$ cat src/hw/rtl/assert_macros.svh
// ----------------------------------------------------------------------------
// Assertion macros
// Shared concurrent assertion forms for the clipper RTL.
// ----------------------------------------------------------------------------
`ifndef ASSERT_MACROS_SVH
`define ASSERT_MACROS_SVH

// The consequent must hold in the same cycle as the antecedent.
`define SHHPC_ASSERT_IMPL(lbl, clk, rst_n, ante, cons) \
  lbl: assert property (@(posedge clk) disable iff (!rst_n) (ante) |-> (cons)) \
    else $error("same-cycle implication violated");

// The consequent must hold in the cycle after the antecedent.
`define SHHPC_ASSERT_NEXT(lbl, clk, rst_n, ante, cons) \
  lbl: assert property (@(posedge clk) disable iff (!rst_n) (ante) |=> (cons)) \
    else $error("next-cycle implication violated");

`endif

$ cat src/hw/rtl/shhpc_pkg.sv
// ----------------------------------------------------------------------------
// Half-plane clipper package
// Vertex type, register indexes, sequencer states and field helpers.
// ----------------------------------------------------------------------------
package shhpc_pkg;

  localparam int unsigned VtxBits = 216;

  typedef struct packed {
    logic [2:0][31:0] pos;
    logic [2:0][15:0] nrm;
    logic [1:0][31:0] tex;
    logic [7:0]       bone;
  } vtx_t;

  localparam logic [1:0] REG_CLIP_AXIS  = 2'd0;
  localparam logic [1:0] REG_CLIP_VALUE = 2'd1;
  localparam logic [1:0] REG_KEEP_HIGH  = 2'd2;

  localparam logic [2:0] FLD_POS_X = 3'd0;
  localparam logic [2:0] FLD_POS_Y = 3'd1;
  localparam logic [2:0] FLD_POS_Z = 3'd2;
  localparam logic [2:0] FLD_NRM_X = 3'd3;
  localparam logic [2:0] FLD_NRM_Y = 3'd4;
  localparam logic [2:0] FLD_NRM_Z = 3'd5;
  localparam logic [2:0] FLD_TEX_U = 3'd6;
  localparam logic [2:0] FLD_TEX_V = 3'd7;

  localparam logic [1:0]  LAST_COMP    = 2'd2;
  localparam logic [1:0]  LAST_SLOT    = 2'd3;
  localparam logic [14:0] NORM_ONE     = 15'd16384;
  localparam logic [3:0]  NORM_TOP_BIT = 4'd14;
  localparam logic [5:0]  DIV_STEPS    = 6'd33;

  typedef enum logic [3:0] {
    ST_IDLE,
    ST_PLAN,
    ST_SLOT,
    ST_DIVGO,
    ST_DIV,
    ST_MIX_MUL,
    ST_MIX_ACC,
    ST_SQ_MUL,
    ST_SQ_ACC,
    ST_NR_CHK,
    ST_NR_U,
    ST_NR_US,
    ST_NR_CMP,
    ST_EMIT,
    ST_FIN
  } state_e;

  function automatic vtx_t unpack_vtx(logic [VtxBits-1:0] d);
    vtx_t v;
    v.pos[0] = d[31:0];
    v.pos[1] = d[63:32];
    v.pos[2] = d[95:64];
    v.nrm[0] = d[111:96];
    v.nrm[1] = d[127:112];
    v.nrm[2] = d[143:128];
    v.tex[0] = d[175:144];
    v.tex[1] = d[207:176];
    v.bone   = d[215:208];
    return v;
  endfunction

  function automatic logic [VtxBits-1:0] pack_vtx(vtx_t v);
    return {v.bone, v.tex[1], v.tex[0], v.nrm[2], v.nrm[1], v.nrm[0],
            v.pos[2], v.pos[1], v.pos[0]};
  endfunction

  function automatic logic signed [31:0] tcoord(vtx_t v, logic axis);
    return axis ? $signed(v.tex[1]) : $signed(v.tex[0]);
  endfunction

  function automatic logic kept(vtx_t v, logic axis, logic signed [31:0] clip,
                                logic upper);
    logic signed [31:0] c;
    c = tcoord(v, axis);
    return upper ? (c >= clip) : (c <= clip);
  endfunction

  // Field k sign-extended to 33 bits.
  function automatic logic [32:0] fld_get(vtx_t v, logic [2:0] k);
    logic [32:0] r;
    case (k)
      FLD_POS_X: r = {v.pos[0][31], v.pos[0]};
      FLD_POS_Y: r = {v.pos[1][31], v.pos[1]};
      FLD_POS_Z: r = {v.pos[2][31], v.pos[2]};
      FLD_NRM_X: r = {{17{v.nrm[0][15]}}, v.nrm[0]};
      FLD_NRM_Y: r = {{17{v.nrm[1][15]}}, v.nrm[1]};
      FLD_NRM_Z: r = {{17{v.nrm[2][15]}}, v.nrm[2]};
      FLD_TEX_U: r = {v.tex[0][31], v.tex[0]};
      FLD_TEX_V: r = {v.tex[1][31], v.tex[1]};
      default:   r = '0;
    endcase
    return r;
  endfunction

  function automatic vtx_t fld_set(vtx_t v, logic [2:0] k, logic [32:0] val);
    vtx_t r;
    r = v;
    case (k)
      FLD_POS_X: r.pos[0] = val[31:0];
      FLD_POS_Y: r.pos[1] = val[31:0];
      FLD_POS_Z: r.pos[2] = val[31:0];
      FLD_NRM_X: r.nrm[0] = val[15:0];
      FLD_NRM_Y: r.nrm[1] = val[15:0];
      FLD_NRM_Z: r.nrm[2] = val[15:0];
      FLD_TEX_U: r.tex[0] = val[31:0];
      FLD_TEX_V: r.tex[1] = val[31:0];
      default:   r = v;
    endcase
    return r;
  endfunction

endpackage

$ cat src/hw/rtl/shhpc_mul.sv
// ----------------------------------------------------------------------------
// Shared multiplier
// Unsigned 32 x 32 multiplier with a registered 64-bit product.
// ----------------------------------------------------------------------------
module shhpc_mul import shhpc_pkg::*; (
  input  logic        clk_i,
  input  logic [31:0] a_i,
  input  logic [31:0] b_i,
  output logic [63:0] p_o
);

  logic [63:0] p_q;

  always_ff @(posedge clk_i) begin
    p_q <= {32'd0, a_i} * {32'd0, b_i};
  end

  assign p_o = p_q;

endmodule

$ cat config.mk
export PLATFORM = sky130hd
export DESIGN_NAME = shhpc_mul
export DESIGN_NICKNAME = d
export VERILOG_FILES = /design/src/hw/rtl/assert_macros.svh /design/src/hw/rtl/shhpc_pkg.sv /design/src/hw/rtl/shhpc_mul.sv
export SDC_FILE = /design/constraint.sdc
export NUM_CORES = 2
export LEC_CHECK = 0
export ABC_AREA = 1
export ABC_CLOCK_PERIOD_IN_PS = 17400
export BUFFER_PORTS_ARGS = -buffer_cell sky130_fd_sc_hd__buf_2
export CAP_MARGIN = 20
export CORE_ASPECT_RATIO = 0.75
export CORE_MARGIN = 2
export CORE_UTILIZATION = 65
export DETAILED_ROUTE_END_ITERATION = 8
export GPL_TIMING_DRIVEN = 0
export HOLD_SLACK_MARGIN = 0.05
export PLACE_DENSITY = 0.83
export SYNTH_ARGS = -nofsm -noshare
export SYNTH_HDL_FRONTEND = slang
export SYNTH_SLANG_ARGS = --single-unit
$ cat constraint.sdc
create_clock -name clk_i -period 17.4 [get_ports clk_i]
set_clock_uncertainty 0.1 [all_clocks]
set_input_delay 4.35 -clock clk_i [delete_from_list [all_inputs] [get_ports clk_i]]
set_output_delay 4.35 -clock clk_i [all_outputs]
set_load 0.02 [all_outputs]
==> run metrics <==
Unique masters post-synth 23; Crit path required time 17.55 ns; Syn Inst Count 5,023; pre-CTS setup slack 5.374 ns; Levels on crit path 24; crit path max fanout 10; mapped cell area 0.03740 mm²; DIE AREA 0.05949 mm²; CTS tree built; Sum Neg Setup Slack 0 ns; CP Launch Type input port; top cells by count, synth inv_1, nand2_1, fa_1; Crit path arrival time 12.25 ns; initial DRC count 4,501; # rows 76; RSZ-0062 raised after global routing no; DPL Wire Length 121.0 mm; DIE HEIGHT 211.7 µm; CP endpoint kind flop; post-synthesis async set-or-reset flop share 0%; Ports 129; Routed WL 146.1 mm; vias per cell 5.606; worst path buffer plus inverter count 6; largest net degree at the start of global routing 13; CP delay by family, top adder cells; Max Fclk 0.08261 GHz; I/O Buffers 128; initial antenna violation count 3; Placer Congestion 1.108; vias 33,532; Area contributors post-synth fa_1, inv_1, nand2_1, ha_1, dfxtp_1; crit share post-route 69.57%; CP max stage delay 1.00 ns; Avg Cell Area, Syn 7.446 µm²; crit path time final 12.10 ns; Net count, final 6,412; first-pass GRT wire length 211.3 mm; post_cts resized 0; Slew Limit Fails 0; Synth-to-Final Area Change 6.323%; max FFs per register 64; DRC viols 0; crit path max-delay cell type clkbuf_1; Overall Global Routing Usage 50.86%; cell mode on critical path fa_1; Fin. Hold Viols 0; total iterations of the first detailed-routing run 7; sequential element share of the synthesized area 3.426%; Yosys reg bits 64; ys flop type dfxtp_1; area leader, netlist fa_1; Hold Path Origin b_i[0]; max cap viols 0; final cell utilization of the core 69.58%; CORE AREA 0.05715 mm²; fillers 4,879; Root Buffer clkbuf_16; Synth top area share 47.96%; total CTS buffers 9; yosys synthesis warning count 0; hold endpoint p_o[0]; vias in the first global route 32,510; clk sinks 64; Finish-stage setup viols 0; count leader, synth inv_1; critical path cell sequence buf_2 > clkbuf_1 > nand2_1 > inv_1 > fa_1 > fa_1 > inv_1 > fa_1 > fa_1 > inv_1 > fa_1 > fa_1 > fa_1 > fa_1 > ha_1 > nand2_1 > nor2_1 > inv_1 > nor2_1 > a21oi_1 > nand2_2 > nand2_1 > nand3_1 > nand2_1; Slew headroom 10.31%; ANT nets after route 0; layout cells sized above 1 4.506%; CTS max path bufs 2; EDFF count, synth 0; Setup CP Type input port to flop; H-tree Lvls 3; CP Launch Point a_i[14]; Hold Path Depth 3; setup repair bufs after CTS 0; setup ws final 5.295 ns; Starting Density 65.44%; worst min path class input port to flop; cts-stage hold buffer count 0; grt ovf 0; syn nets 6,247; status finished, final reports clean; Worst-path clk slew 0.06 ns; Least-Margin Pin Slew 1.345 ns; Wirelength per Cell 24.43 µm; die outline width 281.0 µm
## routing by layer
| layer | part of all wire, % | global-route usage, % | up-vias |
|---|---|---|---|
| li1 | - | - | 13990 |
| met1 | 35 | 66.86 | 16024 |
| met2 | 38 | 67.23 | 2815 |
| met3 | 18 | 23.25 | 693 |
| met4 | 8.3 | 32.36 | 10 |
| met5 | 0.24 | 4.053 | - |
## cell families after synthesis
family	count (synthesis)	synth area share (%)
DFF	64	3.426
adders and majority gates	1159	56.76
buffers and inverters	1927	19.34
xor gates and xnor gates	35	0.8196
and+or+nand+nor	1781	18.80
AOI/OAI and AO/OA	57	0.8531
## cells in the final DEF (no fill, tap or decap), drive strengths merged
master and count:
diode 8, xor2 33, buf 153, fa 896, bufinv 2, nand2 1581
dfxtp 64, inv 1736, nor3 18, nor2 101, ha 263, nand3 65
o21ai 2, a21oi 43, clkinv 3, clkbuf 203, xnor2 2, o21bai 12
nand4 16
## cell type report
cell class,count,area [µm²],share of cell area (%)
Sequential cell,64,1281,3.222
Inverter,1735,6513,16.38
Clock buffer,10,239.0,0.6010
Clock inverter,6,91.34,0.2297
Multi-Input combinational cell,3032,28890,72.64
Antenna cell,8,20.02,0.05034
Timing Repair Buffer,154,1039,2.612
Tap cell,780,975.9,2.454
Buffer,192,720.7,1.812
## metrics by stage
step | cells | cell area (µm²) | hold slack [ns]
2_1_floorplan | 5023 | 37400 | 4.348
3_3_place_gp | 5931 | 39020 | 4.580
3_5_place_dp | 5940 | 39160 | 4.586
4_1_cts | 5956 | 39490 | 4.226
5_1_grt | 5973 | 39750 | 4.246
6_report | 5981 | 39770 | 4.229
## how the worst max path moves through the flow
| stage | endpoint | slack, ns |
|---|---|---|
| finish | p_o[46] | 5.30 |
| global route | p_o[46] | 5.20 |
| CTS | p_o[46] | 5.66 |
| detailed placement | p_o[46] | 5.37 |
| global placement | p_o[62] | 5.29 |
| floorplan | p_o[60] | 7.14 |
Power is not shown: default switching activity piles up to over one toggle a cycle in this logic, so the estimate is an artifact.
