[src/hw/rtl/assert_macros.svh]
// ----------------------------------------------------------------------------
// Assertion macros
// Shared concurrent assertion forms for the clipper RTL.
// ----------------------------------------------------------------------------
`ifndef ASSERT_MACROS_SVH
`define ASSERT_MACROS_SVH

// The consequent must hold in the same cycle as the antecedent.
`define SHHPC_ASSERT_IMPL(lbl, clk, rst_n, ante, cons) \
  lbl: assert property (@(posedge clk) disable iff (!rst_n) (ante) |-> (cons)) \
    else $error("same-cycle implication violated");

// The consequent must hold in the cycle after the antecedent.
`define SHHPC_ASSERT_NEXT(lbl, clk, rst_n, ante, cons) \
  lbl: assert property (@(posedge clk) disable iff (!rst_n) (ante) |=> (cons)) \
    else $error("next-cycle implication violated");

`endif

[src/hw/rtl/shhpc_pkg.sv]
// ----------------------------------------------------------------------------
// Half-plane clipper package
// Vertex type, register indexes, sequencer states and field helpers.
// ----------------------------------------------------------------------------
package shhpc_pkg;

  localparam int unsigned VtxBits = 216;

  typedef struct packed {
    logic [2:0][31:0] pos;
    logic [2:0][15:0] nrm;
    logic [1:0][31:0] tex;
    logic [7:0]       bone;
  } vtx_t;

  localparam logic [1:0] REG_CLIP_AXIS  = 2'd0;
  localparam logic [1:0] REG_CLIP_VALUE = 2'd1;
  localparam logic [1:0] REG_KEEP_HIGH  = 2'd2;

  localparam logic [2:0] FLD_POS_X = 3'd0;
  localparam logic [2:0] FLD_POS_Y = 3'd1;
  localparam logic [2:0] FLD_POS_Z = 3'd2;
  localparam logic [2:0] FLD_NRM_X = 3'd3;
  localparam logic [2:0] FLD_NRM_Y = 3'd4;
  localparam logic [2:0] FLD_NRM_Z = 3'd5;
  localparam logic [2:0] FLD_TEX_U = 3'd6;
  localparam logic [2:0] FLD_TEX_V = 3'd7;

  localparam logic [1:0]  LAST_COMP    = 2'd2;
  localparam logic [1:0]  LAST_SLOT    = 2'd3;
  localparam logic [14:0] NORM_ONE     = 15'd16384;
  localparam logic [3:0]  NORM_TOP_BIT = 4'd14;
  localparam logic [5:0]  DIV_STEPS    = 6'd33;

  typedef enum logic [3:0] {
    ST_IDLE,
    ST_PLAN,
    ST_SLOT,
    ST_DIVGO,
    ST_DIV,
    ST_MIX_MUL,
    ST_MIX_ACC,
    ST_SQ_MUL,
    ST_SQ_ACC,
    ST_NR_CHK,
    ST_NR_U,
    ST_NR_US,
    ST_NR_CMP,
    ST_EMIT,
    ST_FIN
  } state_e;

  function automatic vtx_t unpack_vtx(logic [VtxBits-1:0] d);
    vtx_t v;
    v.pos[0] = d[31:0];
    v.pos[1] = d[63:32];
    v.pos[2] = d[95:64];
    v.nrm[0] = d[111:96];
    v.nrm[1] = d[127:112];
    v.nrm[2] = d[143:128];
    v.tex[0] = d[175:144];
    v.tex[1] = d[207:176];
    v.bone   = d[215:208];
    return v;
  endfunction

  function automatic logic [VtxBits-1:0] pack_vtx(vtx_t v);
    return {v.bone, v.tex[1], v.tex[0], v.nrm[2], v.nrm[1], v.nrm[0],
            v.pos[2], v.pos[1], v.pos[0]};
  endfunction

  function automatic logic signed [31:0] tcoord(vtx_t v, logic axis);
    return axis ? $signed(v.tex[1]) : $signed(v.tex[0]);
  endfunction

  function automatic logic kept(vtx_t v, logic axis, logic signed [31:0] clip,
                                logic upper);
    logic signed [31:0] c;
    c = tcoord(v, axis);
    return upper ? (c >= clip) : (c <= clip);
  endfunction

  // Field k sign-extended to 33 bits.
  function automatic logic [32:0] fld_get(vtx_t v, logic [2:0] k);
    logic [32:0] r;
    case (k)
      FLD_POS_X: r = {v.pos[0][31], v.pos[0]};
      FLD_POS_Y: r = {v.pos[1][31], v.pos[1]};
      FLD_POS_Z: r = {v.pos[2][31], v.pos[2]};
      FLD_NRM_X: r = {{17{v.nrm[0][15]}}, v.nrm[0]};
      FLD_NRM_Y: r = {{17{v.nrm[1][15]}}, v.nrm[1]};
      FLD_NRM_Z: r = {{17{v.nrm[2][15]}}, v.nrm[2]};
      FLD_TEX_U: r = {v.tex[0][31], v.tex[0]};
      FLD_TEX_V: r = {v.tex[1][31], v.tex[1]};
      default:   r = '0;
    endcase
    return r;
  endfunction

  function automatic vtx_t fld_set(vtx_t v, logic [2:0] k, logic [32:0] val);
    vtx_t r;
    r = v;
    case (k)
      FLD_POS_X: r.pos[0] = val[31:0];
      FLD_POS_Y: r.pos[1] = val[31:0];
      FLD_POS_Z: r.pos[2] = val[31:0];
      FLD_NRM_X: r.nrm[0] = val[15:0];
      FLD_NRM_Y: r.nrm[1] = val[15:0];
      FLD_NRM_Z: r.nrm[2] = val[15:0];
      FLD_TEX_U: r.tex[0] = val[31:0];
      FLD_TEX_V: r.tex[1] = val[31:0];
      default:   r = v;
    endcase
    return r;
  endfunction

endpackage

[src/hw/rtl/shhpc_div.sv]
// ----------------------------------------------------------------------------
// Interpolation divider
// Restoring divider, one quotient bit per cycle, for the Q1.32 cut fraction.
// ----------------------------------------------------------------------------
module shhpc_div import shhpc_pkg::*; (
  input  logic        clk_i,
  input  logic        rst_ni,
  input  logic        start_i,
  input  logic [32:0] num_i,
  input  logic [32:0] den_i,
  output logic [32:0] quo_o,
  output logic        done_o
);

  logic [32:0] rem_q, dvd_q, den_q, quo_q;
  logic [5:0]  cnt_q;
  logic        busy_q;
  logic [33:0] trial, diff;
  logic        ge;

  // The dividend is num * 2^32 + den / 2; its top 32 bits seed the remainder.
  assign trial = {rem_q, dvd_q[32]};
  assign diff  = trial - {1'b0, den_q};
  assign ge    = trial >= {1'b0, den_q};

  always_ff @(posedge clk_i or negedge rst_ni) begin
    if (!rst_ni) begin
      busy_q <= 1'b0;
      cnt_q  <= '0;
    end else if (start_i) begin
      busy_q <= 1'b1;
      cnt_q  <= DIV_STEPS;
    end else if (busy_q && cnt_q != 6'd0) begin
      cnt_q <= cnt_q - 6'd1;
    end else begin
      busy_q <= 1'b0;
    end
  end

  always_ff @(posedge clk_i) begin
    if (start_i) begin
      rem_q <= {1'b0, num_i[32:1]};
      dvd_q <= {num_i[0], den_i[32:1]};
      den_q <= den_i;
      quo_q <= '0;
    end else if (busy_q && cnt_q != 6'd0) begin
      rem_q <= ge ? diff[32:0] : trial[32:0];
      dvd_q <= {dvd_q[31:0], 1'b0};
      quo_q <= {quo_q[31:0], ge};
    end
  end

  assign quo_o  = quo_q;
  assign done_o = busy_q && (cnt_q == 6'd0);

endmodule

[config.mk]
export PLATFORM = sky130hd
export DESIGN_NAME = shhpc_div
export DESIGN_NICKNAME = d
export VERILOG_FILES = /design/src/hw/rtl/assert_macros.svh /design/src/hw/rtl/shhpc_pkg.sv /design/src/hw/rtl/shhpc_div.sv
export SDC_FILE = /design/constraint.sdc
export NUM_CORES = 1
export LEC_CHECK = 0
export ABC_AREA = 1
export BUFFER_PORTS_ARGS = -buffer_cell sky130_fd_sc_hd__clkbuf_2
export CAP_MARGIN = 20
export CORE_ASPECT_RATIO = 1.5
export CORE_MARGIN = 2
export CORE_UTILIZATION = 50
export DETAILED_ROUTE_END_ITERATION = 10
export GPL_TIMING_DRIVEN = 0
export PLACE_DENSITY = 0.67
export SLEW_MARGIN = 5
export SYNTH_ARGS = -nofsm -noshare
export SYNTH_HDL_FRONTEND = slang
export SYNTH_SLANG_ARGS = --single-unit
[constraint.sdc]
create_clock -name clk_i -period 7.49 [get_ports clk_i]
set_input_delay 2.247 -clock clk_i [delete_from_list [all_inputs] [get_ports clk_i]]
set_output_delay 2.247 -clock clk_i [all_outputs]
set_load 0.02 [all_outputs]
==> impl_metrics.tcl, run 1 <==
set metrics [dict create \
    overflow 0 \
    hp-class "flop to flop" \
    drive_above_1_share 0.1341 \
    drc 0 \
    holdWs_ns 0.4682 \
    rr_startpoint "dvd_q[32]$_DFFE_PP_" \
    synth_area_leaders "edfxtp_1 35%, nand2_1 20%, inv_1 9.9%, dfxtp_1 8.1%, nand3_1 5.2%" \
    p_sw_frac 0.4392 \
    worstHoldStart "quo_o[32]$_SDFFE_PP0P_" \
    clockBufferDepth 2 \
    seq_power_share 0.297 \
    start_util 0.5064 \
    power.switching_mw 1.688 \
    synthCells 1155 \
    synth_compound_area_frac 0.04545 \
    dieArea_um2 17980 \
    dp_cells 1468 \
    powerDensity_nw_per_um2 391.1 \
    dr_total_vias 7353 \
    n_antenna_cell 0 \
    final-max-slew-violation-count 0 \
    die_y_um 163.2 \
    grtUsageTotal 0.2627 \
    first_pass_iters 5 \
    die_x_um 110.2 \
    antenna_found_initial 0 \
    slew_headroom 0.4184 \
    final_common_cell "nand2_1" \
    final_util 0.5890 \
    syn-num-nets 1260 \
    crit_start "start_i" \
    dp_hpwl_um 17740 \
    max_freq_mhz 235.9 \
    setup_viol 0 \
    core_um2 16690 \
    p_comb_frac 0.484 \
    synth_adder_area_share 0.05418 \
    cap_violations 0 \
    synthSimpleGateAreaFrac 0.3130 \
    hold_viol 0 \
    drt_iter0_drc 296 \
    area.growth.synth_to_final_pct 16.31 \
    synth.area.mux_share 0 \
    grt_max_degree 51 \
    cp_max_fo 34 \
    yosys_register_bits 139 \
    drtAntennaViolNets 0 \
    gp_congestion 0.9463 \
    rows 58 \
    grt_pass1_vias 7277 \
    rsz0062_at_grt "no" \
    synthXorXnorAreaFrac 0.01554 \
    htreeDepth 4 \
    layout_common_cells "452 x nand2_1, 224 x inv_1, 102 x clkbuf_2" \
    grt_pass1_wl_um 35630 \
    setup_tns_ns 0 \
    port_buffers 102 \
    cts.repair.resized 0 \
    intPower_mw 2.156 \
    synth_top_area_share 0.3482 \
    cp-end-kind "flop" \
    seq_area_frac_synth 0.4494 \
    clock_skew_ns 0.01763 \
    leakagePower_nw 5.134 \
    vias_per_cell 4.902 \
    cts-root-buf "clkbuf_16" \
    cts_tree "built" \
    netlist-cell-type-count 35 \
    synth_top_family_by_area "simple AND/OR/NAND/NOR gates" \
    min_period_ns 4.239 \
    clkPwrFrac 0.218 \
    fin_area_um2 9831 \
    drt-total-wl_um 22590 \
    worstPathRequired_ns 7.79 \
    stdcell_count 1500 \
    placed_cell_area_um2 9256 \
    postCtsSetupBuffers 0 \
    avgSynthCellArea_um2 7.318 \
    fin_crit_sh 0.5660 \
    run_status "finished, final reports clean" \
    path_clk_slew_ns 0.07 \
    ir_worst_vdd_mv 0.1854 \
    cts_sinks 139 \
    critPathKind "input pin to flop" \
    cts-buffers-inserted 17 \
    synth_top_area_cell "edfxtp_1" \
    num_io_pins 103 \
    worst_pin_slew_ns 0.8725 \
    cp_data_arrival_time_ns 4.54 \
    wl_per_cell_um 15.06 \
    insertion_delay_ns 0.42 \
    ys_warn_count 0 \
    fin_nets 1382 \
    cp-start-kind "input pin" \
    cts_hold_buf 0 \
    syn_area_um2 8452 \
]
[power groups by stage]
stage	registers [mW]	clock network (mW)	logic, mW
2_1_floorplan	1.14	0	1.39
3_3_place_gp	1.16	0	1.82
3_5_place_dp	1.16	0	1.85
4_1_cts	1.14	0.848	1.86
5_1_grt	1.16	0.875	2.12
6_report	1.14	0.840	1.86
[cells by family after synthesis]
logic type | after synthesis
adder cells (fa/ha/maj) | 36
XOR/XNOR | 15
AO/OA/AOI/OAI | 66
buffers and inverters | 267
flip-flops | 139
AND/OR/NAND/NOR | 632
[worst max-delay path: stages]
cell and delay (ns):
clkbuf_2 0.64, clkbuf_1 0.28, clkbuf_1 0.44, clkbuf_1 0.63, nand2_1 0.17, nand2_1 0.11
[metal layers]
layer	wire, um	vias to the layer above	GRT usage
li1	-	3830	-
met1	9072	3289	0.2992
met2	11560	182	0.4674
met3	1075	52	0.04908
met4	873	0	0.1193
met5	0	-	0
[worst paths after layout]
check | end | slack [ns] | cells past startpoint
min | quo_o[32]$_SDFFE_PP0P_ | 0.47 | 2
max | rem_q[13]$_DFFE_PP_ | 3.25 | 6
min reg2reg | quo_o[32]$_SDFFE_PP0P_ | 0.47 | 2
min in group asynchronous | cnt_q[5]$_DFFE_PN0P_ | 1.65 | 1
max reg2reg | rem_q[18]$_DFFE_PP_ | 4.75 | 17
max in group asynchronous | busy_q$_DFFE_PN0P_ | 5.67 | 1
[layout make-up]
type                       instances  area (um2)
sequential                       139        3799
fill                            1596        6860
tap                              210       262.8
buffer                            30       148.9
clock buffer                      19       454.2
multi-input combinational        749        3618
inverter                         237       889.6
clock inverter                    13       120.1
timing repair buffer             103       538.0
[synthesized netlist by cell type, drive strengths merged]
cell	instances
o22ai	32
nor2	48
a21oi	25
or2	2
xnor2	15
o21ai	8
edfxtp	98
dfrtp	7
nand3	88
ha	35
buf	12
and2	9
nor3	9
nand4	7
clkinv	2
nor4	1
clkbuf	18
o21bai	1
nand3b	8
inv	235
dfxtp	34
fa	1
nand2	460
[flip-flops by register name, summed over array words and instances (netlist names)]
signal	flops
den_q	33
dvd_q	33
quo_o	33
rem_q	33
cnt_q	6
busy_q	1
[per-stage QoR]
step           setup slack [ns]  power [mW]
6_report                  3.251       3.844
5_1_grt                   3.060       4.155
4_1_cts                   3.200       3.851
3_5_place_dp              2.763       3.010
3_3_place_gp             0.4244       2.980
2_1_floorplan             2.423       2.529
Note: power is estimated with default switching activity, not from simulation.
==> run 2: changes to the inputs <==
Settings changed: PLACE_DENSITY 0.67 to 0.7.
Clock period 7.49 ns to 3.6 ns, I/O delays scaled along.
==> impl_metrics.tcl, run 2 (same netlist as run 1, synthesis figures left out) <==
set metrics [dict create \
    dr_total_vias 7417 \
    r2r_end "rem_q[18]$_DFFE_PP_" \
    dp_hpwl_um 17920 \
    rr_startpoint "dvd_q[32]$_DFFE_PP_" \
    cts_hold_buf 0 \
    cts_tree "built" \
    hp-class "input pin to asynchronous set/reset pin" \
    fin_area_um2 9819 \
    fin_crit_sh 0.8720 \
    dieArea_um2 17980 \
    drive_above_1_share 0.1341 \
    min_period_ns 3.139 \
    start_util 0.5064 \
    power.switching_mw 3.507 \
    preCtsSetupSlack_ns -0.01194 \
    critPathKind "input pin to flop" \
    stdcell_count 1500 \
    worst_pin_slew_ns 0.8482 \
    htreeDepth 4 \
    clock_skew_ns 0.02266 \
    layout_common_cells "452 x nand2_1, 224 x inv_1, 102 x clkbuf_2" \
    grt_max_degree 52 \
    setup_viol 0 \
    gp_congestion 1.007 \
    grt_pass1_wl_um 36200 \
    postCtsSetupBuffers 0 \
    port_buffers 102 \
    cp-start-kind "input pin" \
    intPower_mw 4.444 \
    fin_nets 1382 \
    ir_worst_vdd_mv 0.4901 \
    fillers 1602 \
    cts-root-buf "clkbuf_16" \
    vias_per_cell 4.945 \
    cp_data_arrival_time_ns 3.44 \
    power_mw 7.951 \
    insertion_delay_ns 0.44 \
    clkPwrFrac 0.212 \
    run_status "finished, final reports clean" \
    rows 58 \
    slew_headroom 0.4345 \
    core_um2 16690 \
    die_y_um 163.2 \
    worst_slack_ns 0.4606 \
    max_freq_mhz 318.5 \
    worstPathRequired_ns 3.90 \
    cts.repair.resized 0 \
    drtAntennaViolNets 0 \
    first_pass_iters 5 \
    final-max-slew-violation-count 0 \
    num_io_pins 103 \
    reg2regPathDepth 17 \
    reg2reg_setup_slack_ns 0.83 \
    clockBufferDepth 2 \
    cap_violations 0 \
    cts-buffers-inserted 17 \
    drt-total-wl_um 22460 \
    cts_sinks 139 \
    grtUsageTotal 0.2673 \
    drc 0 \
    drt_iter0_drc 417 \
    grt_pass1_vias 7490 \
    n_antenna_cell 0 \
    antenna_found_initial 0 \
    cp-end-kind "flop" \
    seq_power_share 0.299 \
    overflow 0 \
    die_x_um 110.2 \
    area.growth.synth_to_final_pct 16.18 \
    dp_cells 1468 \
    final_common_cell "nand2_1" \
    powerDensity_nw_per_um2 809.7 \
    path_clk_slew_ns 0.06 \
    p_comb_frac 0.489 \
    leakagePower_nw 5.126 \
    rsz0062_at_grt "no" \
    wl_per_cell_um 14.97 \
    cp_max_fo 34 \
    hold_viol 0 \
    p_sw_frac 0.4411 \
    placed_cell_area_um2 9256 \
]
-- run 2: critical path, cell delays in order --
cell      delay (ns)
clkbuf_2        0.63
clkbuf_1        0.29
clkbuf_1        0.50
clkbuf_1        0.61
nand2_1         0.20
nand2_1         0.11
-- run 2: worst max path at each step --
stage               depth (start not counted)                     end  slack (ns)    start
finish                                      6     rem_q[13]$_DFFE_PP_        0.46  start_i
global route                                6     rem_q[13]$_DFFE_PP_        0.27  start_i
CTS                                         6     rem_q[13]$_DFFE_PP_        0.42  start_i
detailed placement                          6     rem_q[13]$_DFFE_PP_       -0.01  start_i
global placement                            5     rem_q[21]$_DFFE_PP_       -0.62  start_i
floorplan                                   4  dvd_q[0]$_SDFFCE_PN0P_        0.77  start_i
-- run 2: power groups by stage --
stage               clock [mW]  combinational (mW)  sequential, mW
floorplan                    0                2.89            2.36
global placement             0                3.79            2.41
detailed placement           0                3.85            2.41
CTS                       1.71                3.87            2.38
global route              1.77                4.42            2.42
finish                    1.69                3.88            2.38
-- run 2: cell type report --
type	instances	area [um2]	area share
Timing Repair Buffer	103	538.0	0.05479
Clock buffer	18	429.2	0.04371
Tap cell	210	262.8	0.02676
Clock inverter	14	133.9	0.01363
Buffer	30	148.9	0.01516
Sequential cell	139	3799	0.3868
Inverter	237	889.6	0.09060
Multi-Input combinational cell	749	3618	0.3685
-- run 2: layer usage --
layer / share of wire / vias to the layer above / GRT usage
met5: 0 / - / 0
met4: 0.039 / 0 / 0.1199
met3: 0.052 / 52 / 0.05946
met2: 0.52 / 181 / 0.4769
met1: 0.39 / 3348 / 0.2977
li1: - / 3836 / -
-- run 2: per-stage QoR --
step	setup TNS [ns]	util	hold slack, ns
floorplan	0	-	0.4389
global placement	-44.19	0.5528	0.4370
detailed placement	-0.01194	0.5546	0.4714
CTS	0	0.5883	0.4575
global route	0	0.5883	0.4755
finish	0	0.5883	0.4715
==> run 3: changes to the inputs <==
Settings changed: PLACE_DENSITY 0.7 to 0.67.
Clock period 3.6 ns to 3 ns, I/O delays scaled along.
==> impl_metrics.tcl, run 3 (same netlist as run 1, synthesis figures left out) <==
set metrics [dict create \
    cp_data_arrival_time_ns 2.94 \
    min_period_ns 2.758 \
    gp_congestion 0.9460 \
    cts-buffers-inserted 17 \
    core_um2 16690 \
    crit_top_cell "nand2_1" \
    worst_pin_slew_ns 0.7833 \
    port_buffers 102 \
    crit_start "dvd_q[32]$_DFFE_PP_" \
    fillers 1620 \
    start_util 0.5064 \
    die_y_um 163.2 \
    die_x_um 110.2 \
    fin_nets 1382 \
    cp-end-kind "flop" \
    cts-root-buf "clkbuf_16" \
    hold_viol 0 \
    worstPathRequired_ns 3.18 \
    drt-total-wl_um 22470 \
    rr_startpoint "dvd_q[32]$_DFFE_PP_" \
    reg2regPathDepth 17 \
    drtAntennaViolNets 0 \
    insertion_delay_ns 0.43 \
    dr_total_vias 7472 \
    path_clk_slew_ns 0.06 \
    n_antenna_cell 0 \
    run_status "finished, final reports clean" \
    area.growth.synth_to_final_pct 16.03 \
    drc 0 \
    cp_num_cells 17 \
    postCtsSetupBuffers 0 \
    drive_above_1_share 0.1349 \
    grt_pass1_wl_um 35670 \
    fin_crit_sh 0.9195 \
    path_cells "inv_1 > ha_1 > inv_1 > fa_1 > nand2_1 > nand2_1 > nand3b_1 > nand2_2 > nand2_1 > nand2_2 > nand2_2 > nand2_4 > nand2_8 > buf_2 > nand3_1 > nand3_1 > nand2_1" \
    hp-class "input pin to asynchronous set/reset pin" \
    dp_cells 1468 \
    cp-start-kind "flop" \
    max_freq_mhz 362.5 \
    dp_hpwl_um 17820 \
    grt_pass1_vias 7387 \
    layout_common_cells "452 x nand2_1, 224 x inv_1, 102 x clkbuf_2" \
    cp_slowest_cell "fa_1" \
    overflow 0 \
    grt_max_degree 44 \
    grtUsageTotal 0.2647 \
    final-max-slew-violation-count 0 \
    reg2reg_setup_slack_ns 0.24 \
    first_pass_iters 7 \
    rsz0062_at_grt "no" \
    ir_worst_vdd_mv 0.4991 \
    clockBufferDepth 2 \
    critPathTopFamily "simple AND/OR/NAND/NOR gates" \
    powerDensity_nw_per_um2 971.5 \
    dieArea_um2 17980 \
    wl_per_cell_um 14.98 \
    final_common_cell "nand2_1" \
    num_io_pins 103 \
    stdcell_count 1500 \
    slowest_delay_ns 0.42 \
    placed_cell_area_um2 9249 \
    fin_area_um2 9807 \
    cap_violations 0 \
    critical_path.n_buffers_inverters 3 \
    leakagePower_nw 5.129 \
    cp_max_fo 10 \
    holdWs_ns 0.3006 \
    vias_per_cell 4.981 \
    cts_hold_buf 0 \
    htreeDepth 4 \
    crit_path_end "rem_q[18]$_DFFE_PP_" \
    antenna_found_initial 0 \
    cts_tree "built" \
    setup_viol 0 \
    cts_sinks 139 \
    r2r_end "rem_q[18]$_DFFE_PP_" \
    clock_skew_ns 0.01156 \
    drt_iter0_drc 402 \
    rows 58 \
    slew_headroom 0.4778 \
    critPathKind "flop to flop" \
]
run 3: changes by cell type in the layout (fill, tap and decap cells not counted), moves of 2 or more:
cell | previous run | this run
clkbuf_1 | 18 | 16
clkinv_2 | 0 | 2
clkinv_4 | 3 | 1
inv_6 | 4 | 6
run 3: area by class of cell:
class,instances,area (um2),share of cell area
Sequential cell,139,3799,0.3873
Buffer,30,150.1,0.01531
Tap cell,210,262.8,0.02679
Timing Repair Buffer,103,533.0,0.05435
Inverter,237,889.6,0.09071
Clock buffer,17,425.4,0.04338
Multi-Input combinational cell,749,3618,0.3690
Clock inverter,15,128.9,0.01314
run 3: through the flow:
stage	total power [mW]	TNS [ns]	setup slack, ns	utilization
2_1_floorplan	6.309	0	0.3486	-
3_3_place_gp	7.425	-87.13	-1.089	0.5528
3_5_place_dp	7.496	-27.38	-0.4261	0.5541
4_1_cts	9.532	0	0.02374	0.5873
5_1_grt	10.26	0	0.09261	0.5876
6_report	9.528	0	0.2415	0.5876
run 3: report_power, final:
part | internal, mW | leakage (nW) | switching (mW)
logic | 1.62 | 3.47 | 3.04
clock network | 1.09 | 0.269 | 0.933
registers | 2.62 | 1.39 | 0.235
total | 5.32 | 5.13 | 4.21
run 3: worst reg2reg max path: stages, from the launching register on:
cell	delay, ns
edfxtp_1	0.35
inv_1	0.09
ha_1	0.14
inv_1	0.09
fa_1	0.42
nand2_1	0.09
nand2_1	0.08
nand3b_1	0.11
nand2_2	0.08
nand2_1	0.08
nand2_2	0.10
nand2_2	0.11
nand2_4	0.08
nand2_8	0.10
buf_2	0.27
nand3_1	0.11
nand3_1	0.15
nand2_1	0.07
run 3: worst min path at each step:
stage	from	depth (start not counted)	slack [ns]	endpoint
global route	rst_ni	1	0.30	cnt_q[3]$_DFFE_PN0P_
CTS	rst_ni	1	0.29	cnt_q[2]$_DFFE_PN0P_
global placement	quo_o[32]$_SDFFE_PP0P_	2	0.44	quo_o[32]$_SDFFE_PP0P_
finish	rst_ni	1	0.30	cnt_q[0]$_DFFE_PN0P_
floorplan	rem_q[32]$_SDFFE_PP0P_	2	0.44	rem_q[32]$_SDFFE_PP0P_
detailed placement	rem_q[32]$_SDFFE_PP0P_	2	0.47	rem_q[32]$_SDFFE_PP0P_
run 3: per-layer routing:
metal | vias up | track usage | share of wire
met5 | - | 0 | 0
met4 | 0 | 0.1318 | 0.040
met3 | 42 | 0.04868 | 0.040
met2 | 177 | 0.4735 | 0.51
met1 | 3417 | 0.2944 | 0.41
li1 | 3836 | - | -
run 3: repair_timing:
action,in CTS,in global routing
gates resized for setup,0,4
endpoints found under the hold margin,0,0
setup endpoints to repair,0,48
